<file path="config.mk">
export PLATFORM = sky130hd
export DESIGN_NAME = sm3_hash_engine
export DESIGN_NICKNAME = d
export VERILOG_FILES = /design/src/rtl/sm3_pkg.sv /design/src/rtl/sm3_front.sv /design/src/rtl/sm3_back.sv /design/src/rtl/sm3_hash_engine.sv
export SDC_FILE = /design/constraint.sdc
export NUM_CORES = 2
export LEC_CHECK = 0
export ABC_AREA = 1
export BUFFER_PORTS_ARGS = -buffer_cell sky130_fd_sc_hd__buf_2
export CAP_MARGIN = 20
export CORE_MARGIN = 2
export CORE_UTILIZATION = 30
export CTS_BUF_LIST = sky130_fd_sc_hd__clkbuf_16
export CTS_CLUSTER_SIZE = 12
export DETAILED_ROUTE_END_ITERATION = 6
export GPL_TIMING_DRIVEN = 0
export PLACE_DENSITY_LB_ADDON = 0.08
export SETUP_SLACK_MARGIN = 0.2
export SLEW_MARGIN = 0
export SYNTH_ARGS = -nofsm -noshare
export SYNTH_HDL_FRONTEND = slang
export SYNTH_SLANG_ARGS = --single-unit
</file>
<file path="constraint.sdc">
create_clock -name clk -period 8.2 [get_ports clk]
set_input_delay 0.41 -clock clk [delete_from_list [all_inputs] [get_ports clk]]
set_output_delay 0.41 -clock clk [all_outputs]
set_load 0.1 [all_outputs]
</file>
<file path="src/rtl/sm3_pkg.sv">
// package: shared types, constants and round functions of the sm3 hash engine
`default_nettype none
package sm3_pkg;

  localparam logic [31:0] T_LOW  = 32'h79CC4519;
  localparam logic [31:0] T_HIGH = 32'h7A879D8A;
  localparam logic [7:0]  PAD_BYTE = 8'h80;

  localparam logic [255:0] IV = {
    32'h7380166f, 32'h4914b2b9, 32'h172442d7, 32'hda8a0600,
    32'ha96f30bc, 32'h163138aa, 32'he38dee4d, 32'hb0fb0e4e
  };

  // one queued transaction from front to back
  typedef struct packed {
    logic [31:0] word;
    logic [2:0]  nbytes;
    logic        fin;
  } sm3_item_t;

  function automatic logic [31:0] rotl(input logic [31:0] x, input logic [4:0] n);
    logic [63:0] d;
    d = {x, x} << n;
    return d[63:32];
  endfunction

  function automatic logic [31:0] p0(input logic [31:0] x);
    return x ^ rotl(x, 5'd9) ^ rotl(x, 5'd17);
  endfunction

  function automatic logic [31:0] p1(input logic [31:0] x);
    return x ^ rotl(x, 5'd15) ^ rotl(x, 5'd23);
  endfunction

endpackage
`default_nettype wire

</file>
<file path="src/rtl/sm3_front.sv">
// front end: accepts input words, masks the tail and queues them
`default_nettype none
module sm3_front (
  input  wire                 clk,
  input  wire                 rst_n,
  input  wire                 in_valid,
  output logic                in_stall,
  input  wire  [31:0]         in_message_word,
  input  wire  [2:0]          in_valid_bytes,
  input  wire                 in_final_word,
  output logic                q_valid,
  input  wire                 q_pop,
  output sm3_pkg::sm3_item_t  q_item
);
  import sm3_pkg::*;

  sm3_item_t  mem_r [2];
  logic       wp_r, rp_r;
  logic [1:0] cnt_r;
  sm3_item_t  cls;
  logic       push;

  always_comb begin
    cls.fin = in_final_word;
    cls.nbytes = (!in_final_word || in_valid_bytes > 3'd4) ? 3'd4 : in_valid_bytes;
    case (cls.nbytes)
      3'd0: cls.word = 32'h0;
      3'd1: cls.word = in_message_word & 32'hFF000000;
      3'd2: cls.word = in_message_word & 32'hFFFF0000;
      3'd3: cls.word = in_message_word & 32'hFFFFFF00;
      default: cls.word = in_message_word;
    endcase
  end

  assign in_stall = (cnt_r == 2'd2);
  assign push     = in_valid && !in_stall;
  assign q_valid  = (cnt_r != 2'd0);
  assign q_item   = mem_r[rp_r];

  always_ff @(posedge clk) begin
    if (push) mem_r[wp_r] <= cls;
    if (!rst_n) begin
      wp_r <= 1'b0;
      rp_r <= 1'b0;
      cnt_r <= 2'd0;
    end else begin
      if (push) wp_r <= ~wp_r;
      if (q_pop) rp_r <= ~rp_r;
      cnt_r <= cnt_r + {1'b0, push} - {1'b0, q_pop};
    end
  end
endmodule
`default_nettype wire

</file>
<file path="src/rtl/sm3_back.sv">
// back end: block buffer, padding, round engine and digest output
`default_nettype none
module sm3_back (
  input  wire                 clk,
  input  wire                 rst_n,
  input  wire                 q_valid,
  output logic                q_pop,
  input  sm3_pkg::sm3_item_t  q_item,
  output logic                out_valid,
  input  wire                 out_stall,
  output logic [31:0]         out_digest_word,
  output logic [2:0]          out_digest_index,
  output logic                out_digest_last
);
  import sm3_pkg::*;

  localparam logic [2:0] S_IDLE = 3'd0;
  localparam logic [2:0] S_RUN  = 3'd1;
  localparam logic [2:0] S_PAD  = 3'd2;
  localparam logic [2:0] S_LEN  = 3'd3;
  localparam logic [2:0] S_OUT  = 3'd4;

  logic [2:0]   state_r;
  logic [31:0]  w_r [16];
  logic [31:0]  cv_r [8];
  logic [31:0]  v_r [8];
  logic [5:0]   rnd_r;
  logic [5:0]   fill_r;
  logic [63:0]  len_r;
  logic         fin_r;     // compression belongs to the final pass
  logic         extra_r;   // a second padding block follows
  logic [2:0]   oidx_r;

  logic [31:0] wj, wj4, wnew, tj, a12, ss1, ss2, ff, gg, tt1, tt2;
  logic [6:0]  fill_sum;
  logic [5:0]  pad_pos;
  logic [31:0] padw [16];

  always_comb begin
    wj   = w_r[0];
    wj4  = w_r[4];
    wnew = p1(w_r[0] ^ w_r[7] ^ rotl(w_r[13], 5'd15)) ^ rotl(w_r[3], 5'd7) ^ w_r[10];
    tj   = (rnd_r < 6'd16) ? T_LOW : T_HIGH;
    a12  = rotl(v_r[0], 5'd12);
    ss1  = rotl(a12 + v_r[4] + rotl(tj, rnd_r[4:0]), 5'd7);
    ss2  = ss1 ^ a12;
    if (rnd_r < 6'd16) begin
      ff = v_r[0] ^ v_r[1] ^ v_r[2];
      gg = v_r[4] ^ v_r[5] ^ v_r[6];
    end else begin
      ff = (v_r[0] & v_r[1]) | (v_r[0] & v_r[2]) | (v_r[1] & v_r[2]);
      gg = (v_r[4] & v_r[5]) | (~v_r[4] & v_r[6]);
    end
    tt1 = ff + v_r[3] + ss2 + (wj ^ wj4);
    tt2 = gg + v_r[7] + ss1 + wj;
  end

  // block with the incoming word stored and padding applied from fill_sum on
  always_comb begin
    fill_sum = {1'b0, fill_r} + {4'd0, q_item.nbytes};
    pad_pos  = fill_sum[5:0];
    for (int i = 0; i < 16; i++) begin
      padw[i] = w_r[i];
      if (i == int'(fill_r[5:2])) padw[i] = q_item.word;
      for (int b = 0; b < 4; b++) begin
        if (4 * i + b > int'(pad_pos)) padw[i][31 - 8 * b -: 8] = 8'h00;
        else if (4 * i + b == int'(pad_pos)) padw[i][31 - 8 * b -: 8] = PAD_BYTE;
      end
    end
  end

  assign q_pop            = (state_r == S_IDLE) && q_valid;
  assign out_valid        = (state_r == S_OUT);
  assign out_digest_word  = cv_r[oidx_r];
  assign out_digest_index = oidx_r;
  assign out_digest_last  = (oidx_r == 3'd7);

  always_ff @(posedge clk) begin
    if (!rst_n) begin
      state_r <= S_IDLE;
      fill_r  <= 6'd0;
      len_r   <= 64'd0;
      rnd_r   <= 6'd0;
      oidx_r  <= 3'd0;
      fin_r   <= 1'b0;
      extra_r <= 1'b0;
      for (int i = 0; i < 8; i++) cv_r[i] <= IV[255 - 32 * i -: 32];
    end else begin
      unique case (state_r)
        S_IDLE: begin
          if (q_valid) begin
            len_r <= len_r + {58'd0, q_item.nbytes, 3'd0};
            for (int i = 0; i < 8; i++) v_r[i] <= cv_r[i];
            rnd_r <= 6'd0;
            if (!q_item.fin) begin
              w_r[fill_r[5:2]] <= q_item.word;
              if (fill_sum[6]) begin
                fill_r  <= 6'd0;
                fin_r   <= 1'b0;
                extra_r <= 1'b0;
                state_r <= S_RUN;
              end else begin
                fill_r <= fill_sum[5:0];
              end
            end else if (fill_sum[6]) begin
              // full block first, then a block of padding only
              w_r[fill_r[5:2]] <= q_item.word;
              fill_r  <= 6'd0;
              fin_r   <= 1'b0;
              extra_r <= 1'b1;
              state_r <= S_RUN;
            end else begin
              for (int i = 0; i < 16; i++) w_r[i] <= padw[i];
              if (pad_pos > 6'd55) begin
                fin_r   <= 1'b0;
                extra_r <= 1'b0;
                state_r <= S_RUN;
                fill_r  <= 6'd1; // marks: length block pending
              end else begin
                fill_r  <= 6'd0;
                fin_r   <= 1'b1;
                state_r <= S_LEN;
              end
            end
          end
        end
        S_LEN: begin
          // length includes this last transaction now
          w_r[14] <= len_r[63:32];
          w_r[15] <= len_r[31:0];
          state_r <= S_RUN;
        end
        S_RUN: begin
          v_r[3] <= v_r[2];
          v_r[2] <= rotl(v_r[1], 5'd9);
          v_r[1] <= v_r[0];
          v_r[0] <= tt1;
          v_r[7] <= v_r[6];
          v_r[6] <= rotl(v_r[5], 5'd19);
          v_r[5] <= v_r[4];
          v_r[4] <= p0(tt2);
          for (int i = 0; i < 15; i++) w_r[i] <= w_r[i + 1];
          w_r[15] <= wnew;
          rnd_r <= rnd_r + 6'd1;
          if (rnd_r == 6'd63) begin
            cv_r[0] <= cv_r[0] ^ tt1;
            cv_r[1] <= cv_r[1] ^ v_r[0];
            cv_r[2] <= cv_r[2] ^ rotl(v_r[1], 5'd9);
            cv_r[3] <= cv_r[3] ^ v_r[2];
            cv_r[4] <= cv_r[4] ^ p0(tt2);
            cv_r[5] <= cv_r[5] ^ v_r[4];
            cv_r[6] <= cv_r[6] ^ rotl(v_r[5], 5'd19);
            cv_r[7] <= cv_r[7] ^ v_r[6];
            if (fin_r) begin
              oidx_r  <= 3'd0;
              state_r <= S_OUT;
            end else if (extra_r || fill_r == 6'd1) begin
              state_r <= S_PAD;
            end else begin
              state_r <= S_IDLE;
            end
          end
        end
        S_PAD: begin
          // final block: padding byte only if not yet placed, then the length
          w_r[0] <= extra_r ? {PAD_BYTE, 24'h0} : 32'h0;
          for (int i = 1; i < 14; i++) w_r[i] <= 32'h0;
          w_r[14] <= len_r[63:32];
          w_r[15] <= len_r[31:0];
          for (int i = 0; i < 8; i++) v_r[i] <= cv_r[i];
          rnd_r   <= 6'd0;
          fill_r  <= 6'd0;
          extra_r <= 1'b0;
          fin_r   <= 1'b1;
          state_r <= S_RUN;
        end
        S_OUT: begin
          if (!out_stall) begin
            oidx_r <= oidx_r + 3'd1;
            if (oidx_r == 3'd7) begin
              for (int i = 0; i < 8; i++) cv_r[i] <= IV[255 - 32 * i -: 32];
              len_r   <= 64'd0;
              fill_r  <= 6'd0;
              state_r <= S_IDLE;
            end
          end
        end
        default: state_r <= S_IDLE;
      endcase
    end
  end
endmodule
`default_nettype wire

</file>
<file path="src/rtl/sm3_hash_engine.sv">
// top level of the sm3 hash engine
`default_nettype none
// SM3 hash of a message streamed as big-endian 32-bit words; a word with
// in_final_word high closes the message and yields eight digest transactions,
// index 0 first. A word that does not complete a 64-byte block is only stored;
// the sixteenth word of a block is stored and then starts the single round
// unit, which runs one round per cycle through the 64 rounds. A final word
// whose padding fits its block is accepted, then the length is loaded and the
// rounds run; one whose padding spills needs two compressions with a
// padding-block load between them. Then the eight digest words are output,
// each held while the receiver stalls.
// A two-entry queue sits between the input side and the round engine.
module sm3_hash_engine (
  input  wire         clk,
  input  wire         rst_n,
  input  wire         in_valid,
  output logic        in_stall,
  input  wire  [31:0] in_message_word,
  input  wire  [2:0]  in_valid_bytes,
  input  wire         in_final_word,
  output logic        out_valid,
  input  wire         out_stall,
  output logic [31:0] out_digest_word,
  output logic [2:0]  out_digest_index,
  output logic        out_digest_last
);
  import sm3_pkg::*;

  logic      q_valid, q_pop;
  sm3_item_t q_item;

  sm3_front u_front (
    .clk, .rst_n, .in_valid, .in_stall, .in_message_word, .in_valid_bytes,
    .in_final_word, .q_valid, .q_pop, .q_item
  );

  sm3_back u_back (
    .clk, .rst_n, .q_valid, .q_pop, .q_item, .out_valid, .out_stall,
    .out_digest_word, .out_digest_index, .out_digest_last
  );
endmodule
`default_nettype wire
</file>
* After elaboration in Yosys (flattened, before gate mapping)
Memory sizes are Yosys's and may differ from the RTL's. A register that Yosys moved wholly into a read port is not among the register bits.
Cells that the tools add are included.
Widths: inputs -> output; s select.
** Operators by class
- Shift operators :: 1
- $lt $le $gt $ge :: 66
- $add $sub $neg :: 14
- Equal/unequal tests :: 96
- Bitwise logic cells :: 100
- Reductions and logical operators :: 25
- Muxes and demuxes :: 305
** Operators by type and width (number)
- $mux 32 :: 87
- $mux 8 :: 127
- $xor 32x32->32 :: 22
- $add 32x32->32 :: 8
- $eq 6x6->1 const A :: 32
- $gt 6x6->1 const A :: 32
- $mux 64 :: 3
- $and 32x32->32 :: 5
- $pmux 32 s4 :: 1
- $pmux 64 s2 :: 1
- $eq 5x6->1 const A :: 16
- $gt 5x6->1 const A :: 16
- $or 32x32->32 :: 3
- $or 1x1->1 :: 67
- $add 64x6->64 :: 1
- $shl 64x5->64 :: 1
- $mux 1 :: 55
- $eq 4x6->1 const A :: 8
- $gt 4x6->1 const A :: 8
- $mux 3 :: 14
- $mux 6 :: 7
- $pmux 6 s3 :: 2
- $eq 4x4->1 const A :: 8
- $not 32->32 :: 1
- 48 further kinds :: 82
** Word-level totals
- Output and inout bits :: 38
- Memories :: 4
- Memory bits (writable) :: 1096
- Register bits :: 88
** Memory list
- u_back.w_r :: depth 16, width 32, rd ports 16, clocked after Yosys merged registers in 0, write ports 16, RTL line sm3_back.sv:24 : logic [31:0] w_r [16];
- u_back.cv_r :: depth 8, width 32, rd ports 9, clocked after Yosys merged registers in 1, write ports 8, RTL line sm3_back.sv:25 : logic [31:0] cv_r [8];
- u_back.v_r :: depth 8, width 32, rd ports 8, clocked after Yosys merged registers in 0, write ports 8, RTL line sm3_back.sv:26 : logic [31:0] v_r [8];
- u_front.mem_r :: depth 2, width 36, rd ports 1, clocked after Yosys merged registers in 1, write ports 1, RTL line sm3_front.sv:17 : sm3_item_t mem_r [2];

* Depth between registers and ports, before layout
An unclocked memory read counts as a cell.
- Depth in word-level cells :: 13
- Depth in mapped cells :: 52

* Hierarchy
From an unflattened synthesis, not the netlist that was laid out.
** Second synthesis, totals
- Cell total of the unflattened synthesis :: 8832
- Area total of the unflattened synthesis :: 73446.7 sq um
** Modules (own cells, without submodules)
- sm3_back :: cells each 8611, seq. area each 30509.3 sq um, times used 1, area an instance 70159.8 sq um
- sm3_front :: cells each 221, seq. area each 2262.2 sq um, times used 1, area an instance 3286.9 sq um

* Worst setup path after synthesis
OpenSTA, ideal clock, no wires.
- Kind :: register -> register
- From :: register u_back.rnd_r[0]
- To :: memory u_back.v_r[0][31] (data pin)
- Data required time :: 7.945 ns
- Clock period less this slack :: 6.988 ns
- Cell stages (with the launch flop) :: 43
- Data arrival time :: 6.733 ns
- Path buffers :: 1
- Slack :: 1.212 ns
- Path through :: dfxtp_1 clkbuf_1 inv_1 ha_1 nand2_1 nand2_1 o21ai_0 o21ai_0 o21ai_0 fa_1 ha_1 inv_1 fa_1 inv_1 nand3_1 nand2_1 nand2_1 nand2_1 [7 not listed] fa_1 inv_1 ha_1 inv_1 fa_1 nand3b_1 nand2_1 nand2_1 nand2_1 a21oi_1 o21ai_0 nand2_1 nand2_1 inv_1 nand2_1 nand3_1 o21ai_0 inv_1
** RTL lines
- start: declaration :: RTL line sm3_back.sv:27 : logic [5:0] rnd_r;
- start signal: assignment :: RTL line sm3_back.sv:144 : rnd_r <= rnd_r + 6'd1;
- end: declaration :: RTL line sm3_back.sv:26

==> results by group <==
Critical path
  – WP depth: 39
  – CP max stage delay: 0.54 ns
  – Worst Setup SP: u_back.rnd_r[4]$_SDFFE_PN0P_
  – Worst setup path category: reg -> reg
  – Setup crit end kind: register
  – Worst R2R Start: u_back.rnd_r[4]$_SDFFE_PN0P_
  – Max stage delay cell, worst path: fa_1
  – Worst EP required: 8.70 ns
  – Worst Setup Start Kind: register
  – Worst Path Arrival: 8.29 ns
  – CP endpoint: u_back.v_r[2][26]$_DFFE_PP_
  – Worst R2R Setup Slack: 0.41 ns
  – RR Endpoint: u_back.v_r[2][26]$_DFFE_PP_
  – Buf/Inv on CP: 5
  – CP max FO: 6
  – Critical path's most frequent cell: nand2_1
  – CP top delay family: simple AND/OR/NAND/NOR gates
  – Reg2reg path depth: 39

Timing
  – Final setup viols: 0
  – Sum Neg Setup Slack: 0 ns
  – Min cycle time layout: 7.79 ns
  – Max-slew violations: 0
  – Hold slack: 0.125 ns
  – Final Cycle Share: 95.0%
  – Worst-margin pin slew: 1.33 ns
  – Highest Clock Rate: 128 MHz
  – RSZ-0062 raised after global routing: yes
  – Final Hold Violating Endpoints: 0
  – Worst Clk Skew: 0.0477 ns
  – Max transition margin: 10.6%

Synthesis
  – Main synth FF type: edfxtp_1
  – Post-synth top area share: 37.1%
  – Mean Syn Cell Area: 8.20 um^2
  – Yosys reg bits: 1185
  – Fraction of registers with async set/reset: 0%
  – Cell taking the most area after synthesis: edfxtp_1
  – Seq/Total Area, Yosys: 44.8%
  – Mapped Area: 73100 um^2
  – Syn nets: 9253
  – Post-synthesis cell type count: 71
  – Number of flops mapped to enable cells by yosys: 904
  – Cells after synthesis: 8915
  – Synth area leaders: edfxtp_1 (37%), nand2_1 (11%), dfxtp_1 (7.7%), o21ai_0 (7.1%), inv_1 (5.7%)
  – Synth Warn #: 0

Detailed routing
  – Iteration-0 DRC Markers: 7822
  – Post-route ant nets: 0
  – Drt first pass iters: 7
  – Routed WL per cell: 32.5 um
  – Routed wire length: 412000 um
  – Vias post-DR: 68800
  – Vias per cell: 5.43
  – DRC viols: 0

Clock tree
  – Worst-path clk slew: 0.06 ns
  – Total clock sinks: 1185
  – Worst-Skew Late Latency: 0.84 ns
  – CTS tree: built
  – Total CTS buffers: 153
  – CTS root buf: clkbuf_16
  – Max clock buf depth: 3
  – H-Tree Depth: 4

Worst hold path
  – Worst min path class: in -> reg

Status
  – Status: complete, no violations

Finish
  – Area delta synth->final: 17.8%
  – Fillers: 25600
  – Share of cells above drive strength 1: 10.5%
  – Final Net Count: 9660
  – Commonest non-fill, non-tap cells in the layout: nand2_1 (2105), inv_1 (1150), o21ai_0 (948)
  – Most common cell after layout, fill and taps aside: nand2_1
  – Final core occ: 35.5%

Placement
  – PortBufs: 76
  – GP Congestion: 1.07
  – Dpl hpwl: 337000 um

GRT
  – Largest net degree at the start of global routing: 56
  – First-pass GRT wire length: 550000 um
  – Number of global-route vias before repair: 64700
  – Initial antenna violation count: 19
  – GRT Overall Usage: 32.3%
  – Grt ovf: 0

Floorplanning
  – DIE WIDTH: 498 um
  – DIE AREA: 248000 um^2
  – Core Box Area: 243000 um^2
  – Initial Util: 30.1%
  – Row Count: 181
  – I/O Pins: 78
  – Die Ht: 498 um

Flow run
  – Max_cap viols: 0
[sequential cells by signal (all words and copies together) (netlist names), named ones only]
register                 count
u_back.rnd_r                 6
u_back.fill_r                6
u_back.w_r                 512
u_front.cnt_r                2
u_front.rp_r                 1
u_back.v_r                 256
u_back.state_r               3
u_front.mem_r               72
u_back.len_r                61
u_front.wp_r                 1
u_back.fin_r                 1
u_back.cv_r                256
u_back.out_digest_index      3
u_back.extra_r               1
[worst min path at each step]
stage / startpoint / end / slack [ns] / cells past startpoint
2_1_floorplan: u_back.cv_r[5][2]$_SDFFE_PP0P_ / u_back.cv_r[5][2]$_SDFFE_PP0P_ / 0.41 / 1
3_3_place_gp: u_back.cv_r[5][2]$_SDFFE_PP0P_ / u_back.cv_r[5][2]$_SDFFE_PP0P_ / 0.42 / 1
3_5_place_dp: u_back.cv_r[5][2]$_SDFFE_PP0P_ / u_back.cv_r[5][2]$_SDFFE_PP0P_ / 0.43 / 1
4_1_cts: out_stall / u_back.out_digest_index[1]$_SDFFE_PN0P_ / 0.09 / 6
5_1_grt: out_stall / u_back.out_digest_index[1]$_SDFFE_PN0P_ / 0.15 / 6
6_report: out_stall / register / 0.12 / 6
[metal layers]
metal / share of wire [%] / track usage [%] / vias to the layer above / wire length (um)
li1: - / - / 30500 / -
met1: 40 / 40.6 / 34100 / 165000
met2: 45 / 51.3 / 3315 / 185000
met3: 6.9 / 4.81 / 842 / 28600
met4: 8.2 / 21.7 / 14 / 33600
met5: 0.021 / 0 / - / 87
[final cells by class]
type                       instances  area [um^2]  area share, %
multi-input combinational       6226        36400           42.2
sequential                      1185        32800           38.1
inverter                        1157         4360           5.06
tap                             3202         4010           4.65
clock buffer                     157         3930           4.56
timing repair buffer             252         2370           2.75
buffer                           347         1480           1.72
clock inverter                   122          758          0.881
antenna                           20         50.0         0.0581
[cell families after synthesis]
| family | after synthesis | share of synthesized area (%) |
|---|---|---|
| compound gates | 1994 | 14.8 |
| xor+xnor | 407 | 4.99 |
| simple gates | 3484 | 19.8 |
| buf+inv | 1504 | 7.91 |
| fa+ha+maj | 298 | 7.05 |
| flops | 1185 | 44.8 |
| mux | 43 | 0.594 |
[worst min-delay path, cell delays in order]
cell	delay (ns)
buf_2	0.11
nand2_2	0.06
o21ai_0	0.06
nor3_1	0.08
nand3_1	0.07
a21oi_1	0.08
[through the flow]
step | instances | cell area, um^2 | worst slack, ns
CTS | 12600 | 84600 | 0.150
detailed placement | 12300 | 78700 | -1.73
global placement | 12200 | 77500 | -1.75
global route | 12700 | 86000 | 0.0860
floorplan | 8915 | 73100 | 1.21
finish | 12700 | 86100 | 0.406
[timing repair]
action,CTS,global route
gates resized for setup,161,286
hold buffers,37,0
endpoints found under the setup margin,122,111
pin swaps,13,53
endpoints found under the hold margin,78,0
buffers inserted,13,31
[Yosys cell counts, drive strengths merged (28+ instances only)]
cell / count
nand4: 39
nor3: 99
nand3: 445
ha: 108
mux2i: 40
a31oi: 105
o21ai: 1100
nor2: 607
xor2: 236
clkbuf: 239
a21oi: 543
buf: 108
edfxtp: 904
a22oi: 28
nand2: 2194
dfxtp: 281
o22ai: 48
inv: 1151
fa: 190
xnor2: 168
or2: 54
Power is left out: the tool's default activity adds up to more than one toggle a clock period on the data nets, which glitch-free logic cannot reach.
